File: src/hw/rtl/par_queue.sv
// Small register queue between the front end and the compute pipeline.
`default_nettype none
module par_queue #(
    parameter int DEPTH = 4,
    parameter int W     = 8
) (
    input  wire logic         i_clk,
    input  wire logic         i_rst_n,
    input  wire logic         i_push,
    input  wire logic [W-1:0] i_wdata,
    output logic              o_full,
    input  wire logic         i_pop,
    output logic [W-1:0]      o_rdata,
    output logic              o_empty
);

    localparam int PW = (DEPTH > 1) ? $clog2(DEPTH) : 1;
    localparam int CW = $clog2(DEPTH + 1);

    logic [W-1:0]  r_mem [0:DEPTH-1];
    logic [PW-1:0] r_wr_ptr;
    logic [PW-1:0] r_rd_ptr;
    logic [CW-1:0] r_count;

    always_ff @(posedge i_clk) begin
        if (i_push) begin
            r_mem[r_wr_ptr] <= i_wdata;
        end
    end

    always_ff @(posedge i_clk) begin
        if (!i_rst_n) begin
            r_wr_ptr <= '0;
            r_rd_ptr <= '0;
            r_count  <= '0;
        end else begin
            if (i_push) begin
                r_wr_ptr <= (r_wr_ptr == PW'(DEPTH - 1)) ? '0 : r_wr_ptr + 1'b1;
            end
            if (i_pop) begin
                r_rd_ptr <= (r_rd_ptr == PW'(DEPTH - 1)) ? '0 : r_rd_ptr + 1'b1;
            end
            if (i_push && !i_pop) begin
                r_count <= r_count + 1'b1;
            end else if (i_pop && !i_push) begin
                r_count <= r_count - 1'b1;
            end
        end
    end

    assign o_rdata = r_mem[r_rd_ptr];
    assign o_full  = (r_count == CW'(DEPTH));
    assign o_empty = (r_count == '0);

`ifndef ASSERT_OFF
    a_no_overflow: assert property (@(posedge i_clk) disable iff (!i_rst_n)
        i_push |-> !o_full) else $error("queue push while full");
    a_no_underflow: assert property (@(posedge i_clk) disable iff (!i_rst_n)
        i_pop |-> !o_empty) else $error("queue pop while empty");
    a_push_fills: assert property (@(posedge i_clk) disable iff (!i_rst_n)
        (i_push && !i_pop) |=> !o_empty) else $error("queue lost a request");
`endif

endmodule
`default_nettype wire

File: config.mk
export PLATFORM = sky130hd
export DESIGN_NAME = par_queue
export DESIGN_NICKNAME = d
export VERILOG_FILES = /design/src/hw/rtl/par_queue.sv
export SDC_FILE = /design/constraint.sdc
export NUM_CORES = 1
export LEC_CHECK = 0
export BUFFER_PORTS_ARGS = -buffer_cell sky130_fd_sc_hd__buf_4
export CAP_MARGIN = 20
export CORE_UTILIZATION = 50
export CTS_CLUSTER_SIZE = 28
export DETAILED_ROUTE_END_ITERATION = 10
export GPL_TIMING_DRIVEN = 0
export PLACE_DENSITY = 0.82
export SLEW_MARGIN = 20
export SYNTH_ARGS = -nofsm -noshare
export SYNTH_HDL_FRONTEND = slang
export SYNTH_SLANG_ARGS = --single-unit
File: constraint.sdc
create_clock -name i_clk -period 1.45 [get_ports i_clk]
set_input_delay 0.29 -clock i_clk [delete_from_list [all_inputs] [get_ports i_clk]]
set_output_delay 0.29 -clock i_clk [all_outputs]
set_load 0.05 [all_outputs]
==> results.sh <==
export IMPL_status="finished with violations"
export IMPL_failed_checks="setup timing"
export IMPL_clock_fmax_ghz=0.544
export IMPL_diodes=0
export IMPL_synth_adder_area_share_pct=5.89
export IMPL_dp_hpwl_um=1710
export IMPL_synth_compound_area_share_pct=1.24
export IMPL_holdBufCountCts=0
export IMPL_overflow=0
export IMPL_drt_first_iter_violations=23
export IMPL_antenna_found_initial=0
export IMPL_portBuffers=21
export IMPL_clock_sinks=41
export IMPL_synth_ff_type="edfxtp_1"
export IMPL_wl_um=2580
export IMPL_synth_cell_types=20
export IMPL_end_kind="primary output"
export IMPL_synthMuxAreaShare_pct=13.6
export IMPL_synth_area_leaders="edfxtp_1 59%, dfxtp_1 11%, mux4_2 11%"
export IMPL_gr_usage_all_layers_pct=17.0
export IMPL_clockBufferDepth=2
export IMPL_skew_ns=0.0112
export IMPL_peakVddDrop_mv=0.801
export IMPL_worst_setup_path_type="reg -> out"
export IMPL_vias=817
export IMPL_min_period_ns=1.84
export IMPL_drive_gt1_share_pct=41.7
export IMPL_syn_inst=86
export IMPL_grt_setup_unrepaired="true"
export IMPL_finalWorstSetupSlack_ns=-0.390
export IMPL_path_cells="buf_12 -> mux4_2 -> buf_8"
export IMPL_synth_top_family_by_area="multiplexers"
export IMPL_synth_most_common_cell="edfxtp_1"
export IMPL_dpl_cell_area_um2=1860
export IMPL_place_gp_congestion=0.677
export IMPL_cpPeakStageDelay_ns=0.52
export IMPL_synth_xor_area_share_pct=1.08
export IMPL_relSlewSlack_pct=69.2
export IMPL_synth_nets=105
export IMPL_drtPass1Iterations=4
export IMPL_pre_cts_slack_ns=-0.275
export IMPL_avgSynthCellArea_um2=18.8
export IMPL_crit_slowest_cell="mux4_2"
export IMPL_start_util_pct=52.9
export IMPL_worst_pin_slew_ns=0.463
export IMPL_worstPathMaxFanout=8
export IMPL_cts_tree="built"
export IMPL_cts_buffers=5
export IMPL_final_area_um2=2000
export IMPL_synth_seq_cells=41
export IMPL_p_leak_nw=0.724
export IMPL_post_cts_setup_buffers=0
export IMPL_synth_top_cell_area_share_pct=59.5
export IMPL_clock_latency_ns=0.35
export IMPL_ys_seq_area_share_pct=70.6
export IMPL_placed_cells=151
export IMPL_synth_simple_area_share_pct=5.58
export IMPL_synth_edf_count=32
export IMPL_reg2reg_depth=4
export IMPL_postRouteAntennaNets=0
export IMPL_netlist_area_um2=1620
export IMPL_root_buffer="clkbuf_4"
export IMPL_io_pins=22
export IMPL_grt_max_degree=13
export IMPL_synth_warnings=0
export IMPL_cts_clk_slew_worst_paths_ns=0.12
export IMPL_die_x_um=58.8
export IMPL_fillerInstances=230
export IMPL_layout_nets=133
export IMPL_crit_path_start_kind="flop"
export IMPL_crit_arrival_ns=1.55
export IMPL_async_reset_ff_share_pct=0
export IMPL_finalMaxSlewViolations=0
export IMPL_drc=0
export IMPL_setup_viol=9
export IMPL_finalHoldViolations=0
export IMPL_syn2layout_area_growth_pct=23.9
export IMPL_die_h_um=58.8
export IMPL_wl_per_cell_um=16.2
export IMPL_yosys_area_top_type="edfxtp_1"
export IMPL_synthTopCellsByCount="32 x edfxtp_1, 9 x dfxtp_1, 8 x mux4_2, 6 x ha_1"
export IMPL_worstHoldPathCells=1
export IMPL_dieArea_um2=3460
export IMPL_core_area_um2=3050
export IMPL_power_per_cell_area_nw_per_um2=1330
export IMPL_drv_cap=0
export IMPL_grt_pass1_vias=838
export IMPL_required_ns=1.16
export IMPL_htree_num_levels=2
export IMPL_fin_crit_sh_pct=127
export IMPL_viasPerCell=5.14
export IMPL_grt_pass1_wl_um=3880
export IMPL_stdcell_count=159
export IMPL_holdCritPathClass="in -> reg"
export IMPL_fp_row_count=20
## critical path: cells and delay by family, from the launching register on
kind                   cells  cell delay, ns
flip-flops                 1            0.36
buffers and inverters      2            0.31
multiplexers               1            0.52
## what timing repair did
action,4_1_cts,5_1_grt
pin swaps,4,1
endpoints found under the setup margin,10,11
hold endpoints to repair,0,0
resized for setup,15,3
## cell usage in the layout, fill, tap and decap left out, types with 2 or more instances in the layout
master,count
ha_1,5
mux2i_1,4
buf_4,12
and2_1,5
clkbuf_4,5
edfxtp_1,32
mux4_2,8
dfxtp_2,3
buf_6,8
nor2b_1,5
inv_1,2
dfxtp_1,5
## path summary, 6_finish.rpt
kind              start          end  slack, ns
max                flop   o_rdata[7]      -0.39
min          i_wdata[1]  r_mem[0][1]       0.13
max reg2reg  r_count[0]   r_count[2]       0.03
min reg2reg  r_count[2]   r_count[2]       0.54
## registers in the layout, summed over array words and instances (netlist names), named ones only
register / flops
r_rd_ptr: 2
r_mem: 32
r_wr_ptr: 2
r_count: 3
## power breakdown
part	internal [mW]	switching, mW	total (mW)	leakage (nW)
clock network	0.412	0.353	0.765	0.0455
logic	0.218	0.289	0.506	0.309
registers	1.34	0.0473	1.39	0.370
## per-stage QoR
step | power, mW | hold WS (ns) | util, % | TNS, ns
after floorplan | 1.73 | 0.389 | - | -0.0158
after global placement | 1.85 | 0.489 | 60.8 | -0.395
after detailed placement | 1.87 | 0.495 | 60.8 | -0.505
after CTS | 2.67 | 0.122 | 65.1 | -3.17
after global routing | 2.77 | 0.104 | 65.5 | -3.48
final | 2.66 | 0.131 | 65.5 | -3.00
## final cells by class
cell class                      instances  area [um^2]  share of cell area, %
Sequential cell                        41         1150                   57.4
Multi-Input combinational cell         39          474                   23.7
Timing Repair Buffer                   21          195                   9.76
Clock buffer                            7         55.1                   2.75
Tap cell                               44         55.1                   2.75
Clock inverter                          1         30.0                   1.50
Buffer                                  2         25.0                   1.25
Inverter                                4         17.5                  0.876
## per-layer routing
layer  vias to the layer above  share of wire [%]  GRT usage (%)
li1                        385                  -              -
met1                       410                 41           18.4
met2                        18                 53           28.1
met3                         4                4.4           4.84
met4                         0                1.0           13.3
met5                         -                  0              0
## cells by family after synthesis
logic type               count (synthesis)
AO/OA/AOI/OAI                            3
flip-flops                              41
adder cells (fa/ha/maj)                  7
AND/OR/NAND/NOR                         15
XOR/XNOR                                 2
multiplexers                            12
buffers and inverters                    6
(Power assumes the default switching activity.)
