<file path="src/hw/rtl/par_pkg.sv">
// Shared types, constants and the arctangent table for the polar angle and radius unit.
`default_nettype none
package par_pkg;

    localparam int ITERATIONS_DEF  = 16;
    localparam int QUEUE_DEPTH_DEF = 4;
    localparam int TABLE_LEN       = 24;

    localparam int IN_W     = 16;
    localparam int MAG_W    = 16;
    localparam int ANGLE_W  = 15;
    localparam int RADIUS_W = 17;

    localparam int VEC_SHIFT = 24;
    localparam int VW        = MAG_W + VEC_SHIFT + 3;
    localparam int ZW        = 31;
    localparam int DEG_SHIFT = 22;
    localparam int AW        = 34;
    localparam int TW        = 17;
    localparam int RND_SHIFT = 16;

    localparam int SQRT_STEPS = 17;
    localparam int RW         = 34;
    localparam int SQ_W       = 2 * MAG_W;

    localparam logic [0:0] REG_CENTRE_CHROMA    = 1'b0;
    localparam logic [0:0] REG_CENTRE_LIGHTNESS = 1'b1;

    typedef logic [3:0] t_cls;
    localparam t_cls CLS_ZERO  = 4'd0;
    localparam t_cls CLS_POS_X = 4'd1;
    localparam t_cls CLS_NEG_X = 4'd2;
    localparam t_cls CLS_POS_Y = 4'd3;
    localparam t_cls CLS_NEG_Y = 4'd4;
    localparam t_cls CLS_Q1    = 4'd5;
    localparam t_cls CLS_Q2    = 4'd6;
    localparam t_cls CLS_Q3    = 4'd7;
    localparam t_cls CLS_Q4    = 4'd8;

    localparam logic [TW-1:0] ANGLE_UNITS   = TW'(23040);
    localparam logic [TW-1:0] ANGLE_UNITS_2 = TW'(46080);
    localparam logic [ANGLE_W-1:0] ANGLE_0   = ANGLE_W'(0);
    localparam logic [ANGLE_W-1:0] ANGLE_90  = ANGLE_W'(90 * 64);
    localparam logic [ANGLE_W-1:0] ANGLE_180 = ANGLE_W'(180 * 64);
    localparam logic [ANGLE_W-1:0] ANGLE_270 = ANGLE_W'(270 * 64);

    localparam logic signed [AW-1:0] FULL_CIRCLE = AW'(360) << DEG_SHIFT;
    localparam logic signed [AW-1:0] HALF_CIRCLE = AW'(180) << DEG_SHIFT;
    localparam logic signed [AW-1:0] HALF_UNIT   = AW'(1) << (RND_SHIFT - 1);

    localparam logic [27:0] ATAN_TAB [0:TABLE_LEN-1] = '{
        28'd188743680, 28'd111421900, 28'd58872272, 28'd29884485,
        28'd15000234,  28'd7507429,   28'd3754631,  28'd1877430,
        28'd938729,    28'd469366,    28'd234683,   28'd117342,
        28'd58671,     28'd29335,     28'd14668,    28'd7334,
        28'd3667,      28'd1833,      28'd917,      28'd458,
        28'd229,       28'd115,       28'd57,       28'd29
    };

    typedef struct packed {
        logic [MAG_W-1:0] ax;
        logic [MAG_W-1:0] ay;
        t_cls             cls;
    } t_item;

    typedef struct packed {
        logic signed [VW-1:0] x;
        logic signed [VW-1:0] y;
        logic signed [ZW-1:0] z;
        logic [RW-1:0]        s;
        logic [RW-1:0]        r;
        t_cls                 cls;
    } t_stg;

endpackage
`default_nettype wire

</file>
<file path="src/hw/rtl/par_front.sv">
// Front end: centre registers, offset, magnitude and quadrant classification.
`default_nettype none
module par_front
    import par_pkg::*;
(
    input  wire logic              i_clk,
    input  wire logic              i_rst_n,
    input  wire logic              i_cfg_we,
    input  wire logic [0:0]        i_cfg_addr,
    input  wire logic [IN_W-1:0]   i_cfg_wdata,
    input  wire logic              i_valid,
    input  wire logic [IN_W-1:0]   i_chroma,
    input  wire logic [IN_W-1:0]   i_lightness,
    output logic                   o_stall,
    input  wire logic              i_full,
    output logic                   o_push,
    output t_item                  o_item
);

    logic [IN_W-1:0] r_centre_c;
    logic [IN_W-1:0] r_centre_l;
    logic signed [IN_W:0] dx;
    logic signed [IN_W:0] dy;
    logic [IN_W:0] abs_x;
    logic [IN_W:0] abs_y;

    always_ff @(posedge i_clk) begin
        if (!i_rst_n) begin
            r_centre_c <= '0;
            r_centre_l <= '0;
        end else if (i_cfg_we) begin
            case (i_cfg_addr)
                REG_CENTRE_CHROMA:    r_centre_c <= i_cfg_wdata;
                REG_CENTRE_LIGHTNESS: r_centre_l <= i_cfg_wdata;
                default: ;
            endcase
        end
    end

    always_comb begin
        dx = $signed({i_chroma[IN_W-1], i_chroma}) - $signed({r_centre_c[IN_W-1], r_centre_c});
        dy = $signed({i_lightness[IN_W-1], i_lightness})
           - $signed({r_centre_l[IN_W-1], r_centre_l});
        abs_x = dx[IN_W] ? (IN_W+1)'(-dx) : dx;
        abs_y = dy[IN_W] ? (IN_W+1)'(-dy) : dy;
        o_item.ax = abs_x[MAG_W-1:0];
        o_item.ay = abs_y[MAG_W-1:0];
        if (dx == '0 && dy == '0) begin
            o_item.cls = CLS_ZERO;
        end else if (dx == '0) begin
            o_item.cls = dy[IN_W] ? CLS_NEG_Y : CLS_POS_Y;
        end else if (dy == '0) begin
            o_item.cls = dx[IN_W] ? CLS_NEG_X : CLS_POS_X;
        end else if (!dx[IN_W]) begin
            o_item.cls = dy[IN_W] ? CLS_Q4 : CLS_Q1;
        end else begin
            o_item.cls = dy[IN_W] ? CLS_Q3 : CLS_Q2;
        end
    end

    assign o_stall = i_full;
    assign o_push  = i_valid && !i_full;

endmodule
`default_nettype wire

</file>
<file path="config.mk">
export PLATFORM = sky130hd
export DESIGN_NAME = par_front
export DESIGN_NICKNAME = d
export VERILOG_FILES = /design/src/hw/rtl/par_pkg.sv /design/src/hw/rtl/par_front.sv
export SDC_FILE = /design/constraint.sdc
export NUM_CORES = 1
export LEC_CHECK = 0
export BUFFER_PORTS_ARGS = -buffer_cell sky130_fd_sc_hd__buf_2
export CORE_UTILIZATION = 30
export DETAILED_ROUTE_END_ITERATION = 16
export GPL_TIMING_DRIVEN = 0
export PLACE_DENSITY_LB_ADDON = 0.15
export SLEW_MARGIN = 20
export SYNTH_ARGS = -nofsm -noshare
export SYNTH_HDL_FRONTEND = slang
export SYNTH_SLANG_ARGS = --single-unit
export TNS_END_PERCENT = 30
</file>
<file path="constraint.sdc">
create_clock -name i_clk -period 8 [get_ports i_clk]
set_input_delay 1.6 -clock i_clk [delete_from_list [all_inputs] [get_ports i_clk]]
set_output_delay 1.6 -clock i_clk [all_outputs]
set_load 0.01 [all_outputs]
</file>
==> flow_summary.yaml <==
run_status:
  status: "finished, final reports clean"
floorplan:
  coreArea_um2: 13300
  start_util: 0.309
  io_pins: 92
  die_x_um: 119
  die_h_um: 119
  num_rows: 42
  die-area_um2: 14200
route:
  wl_mm: 12.0
  drt_iter0_markers: 233
  dr_total_vias: 4254
  viasPerCell: 4.97
  drc: 0
  drt-wirelength-per-cell_um: 14.0
  ant_nets: 0
  firstDrtPassIters: 4
clock_network:
  cts_root_buf: "clkbuf_16"
  path_clk_slew_ps: 50
  cts.repair.resized: 0
  cts_tree: "yes"
  clk_path_buf_depth: 2
  clock_sinks: 32
  cts_inserted_buffers: 5
  clock_latency_ps: 270
  post-cts-setup-buffer-count: 0
  cts_hold_buf: 0
  htree_levels: 2
synthesis:
  synth_nets: 674
  synthTopCellsByArea: "dfxtp_1 16%, ha_1 11%, nand2_1 9.7%, a21boi_0 6.4%, xnor2_1 5.8%"
  ys_warn_count: 0
  synth-seq-cells: 32
  syn_area_um2: 4110
  synth.top_cell.area_share: 0.156
  postSynthAreaPerCell_um2: 7.07
  synth-async-reset-ratio: 0
  seq_area_frac_synth: 0.156
  synth.distinct_cells: 68
  synth_top_flop_cell: "dfxtp_1"
  synthCells: 581
  synth_edf_count: 0
  synth_largest_area_cell: "dfxtp_1"
hold_path:
  worstHoldEndpoint: "r_centre_c[4]$_SDFFE_PN0P_"
  min_from: "r_centre_c[4]$_SDFFE_PN0P_"
  min_path_type: "flop to flop"
  hold_depth: 2
sta:
  setup_violations: 0
  clock.fmax_ghz: 0.146
  drv_slew: 0
  setup_tns_ps: 0
  rsz0062_at_grt: "false"
  maxSlewHeadroom: 0.509
  worstMarginPinSlew_ps: 717
  fin_skew_ps: 0
  finalCritPeriodShare: 0.854
  finalCriticalPeriod_ps: 6830
  finalHoldViolCount: 0
layout:
  area_delta_synth_final_pct: 20.5
  final_cell_mix: "106 x nand2_1, 93 x buf_2, 54 x inv_1, 38 x nor2_1, 37 x ha_1"
  layout.nets: 772
  multi_input_area_um2: 3170
  layout_commonest_cell: "nand2_1"
  drive_above_1_share: 0.175
  fillerInstances: 1442
  seqCellArea_um2: 641
  diodes: 0
worst_setup_path:
  worstPathMaxFanout: 4
  worst_r2r_startpoint: "r_centre_l[1]$_SDFFE_PN0P_"
  critPathArrivalTime_ps: 5230
  worstPathRequired_ps: 6400
  r2r_end: "r_centre_l[1]$_SDFFE_PN0P_"
  regToRegSetupSlack_ps: 7290
  path_class: "input pin to output pin"
  cp-start-kind: "input pin"
  r2r_cells: 2
  end_kind: "output pin"
place:
  port_buffers: 91
  dp_hpwl_mm: 10.2
  gp_congestion: 0.797
job:
  cap_violations: 0
global_route:
  grt_pass1_wl_mm: 19.0
  grt_util_all_layers: 0.166
  grt.overflow.total: 0
  grt_pass1_vias: 3919
  grt_max_degree: 12
  antenna_found_initial: 0
power_and_ir_drop:
  p_leak_nw: 2.08
  pwr_density_cell_nw_per_um2: 158
  total_power_w: 0.000781
  ir_worst_vdd_mv: 0.108
[worst max path at each step]
stage / from / to / slack, ps / cells past startpoint
after CTS: i_lightness[0] / o_item[0] / 1140 / 12
final: i_lightness[0] / o_item[0] / 1170 / 12
after detailed placement: i_lightness[0] / o_item[0] / 1170 / 12
after global placement: i_lightness[0] / o_item[0] / 1110 / 12
after global routing: i_lightness[0] / o_item[0] / 870 / 13
after floorplan: i_chroma[0] / o_item[1] / 1980 / 12
[synthesized netlist by cell type, drive strengths merged, types with 4 or more instances]
cell type	instances
nand2b	11
xor2	19
buf	6
xnor2	27
or3	4
and2	4
nor2b	10
a211oi	7
and3	5
dfxtp	32
a21oi	29
nor2	38
a21o	10
o211ai	5
nand2	106
a21boi	35
nor3	10
a221oi	4
inv	54
clkbuf	16
nand3	14
or2	5
ha	37
nor4	4
a31oi	8
mux2i	10
o21ai	22
[cell families after synthesis]
family                     Yosys count  share of synthesized area
and+or+nand+nor                    226                      0.257
AOI/OAI and AO/OA                  152                      0.269
buffers and inverters               76                     0.0728
xor gates and xnor gates            46                     0.0981
adders and majority gates           39                      0.122
DFF                                 32                      0.156
muxes                               10                     0.0244
[metal layers]
layer  GRT usage  part of all wire  wire, um  vias up
li1            -                 -         -     2220
met1       0.224              0.50      5960     1942
met2       0.291              0.47      5660       86
met3      0.0139             0.027       324        6
met4      0.0237            0.0048        57        0
met5           0                 0         0        -
[sequential cells by signal (all words and copies together) (netlist names)]
register and count:
r_centre_c 16, r_centre_l 16
[stage by stage]
| stage | std cells | cell area [um2] | worst slack (ps) | hold slack, ps | util |
|---|---|---|---|---|---|
| floorplan | 581 | 4110 | 1980 | 443 | - |
| global placement | 848 | 4780 | 1110 | 456 | 0.360 |
| detailed placement | 848 | 4780 | 1170 | 458 | 0.360 |
| CTS | 856 | 4950 | 1140 | 470 | 0.372 |
| global route | 856 | 4950 | 874 | 489 | 0.372 |
| finish | 856 | 4950 | 1170 | 463 | 0.372 |
[where the power goes]
part | internal [W] | total, W | switching, W | leakage (nW)
sequential | 0.000167 | 0.000172 | 0.00000497 | 0.262
clock | 0.000146 | 0.000218 | 0.0000718 | 0.0798
combinational | 0.000161 | 0.000391 | 0.000230 | 1.74
[critical path, cell delays in order]
cell	delay, ps
buf_2	80
inv_1	60
ha_1	210
fa_1	400
nand2b_1	180
a211oi_1	480
o21ai_1	270
o311ai_0	670
nand3_1	280
nor4_1	660
a31oi_1	160
buf_2	170
[final cells by class]
class                   count  share of cell area
inverters                  54              0.0410
clock inverters             3             0.00859
plain buffers              22              0.0195
repair buffers             91              0.0920
well taps                 176              0.0445
clock buffers               5              0.0253
multi-input cells         473               0.640
flip-flops and latches     32               0.129
Note: power is estimated with default switching activity, not from simulation.
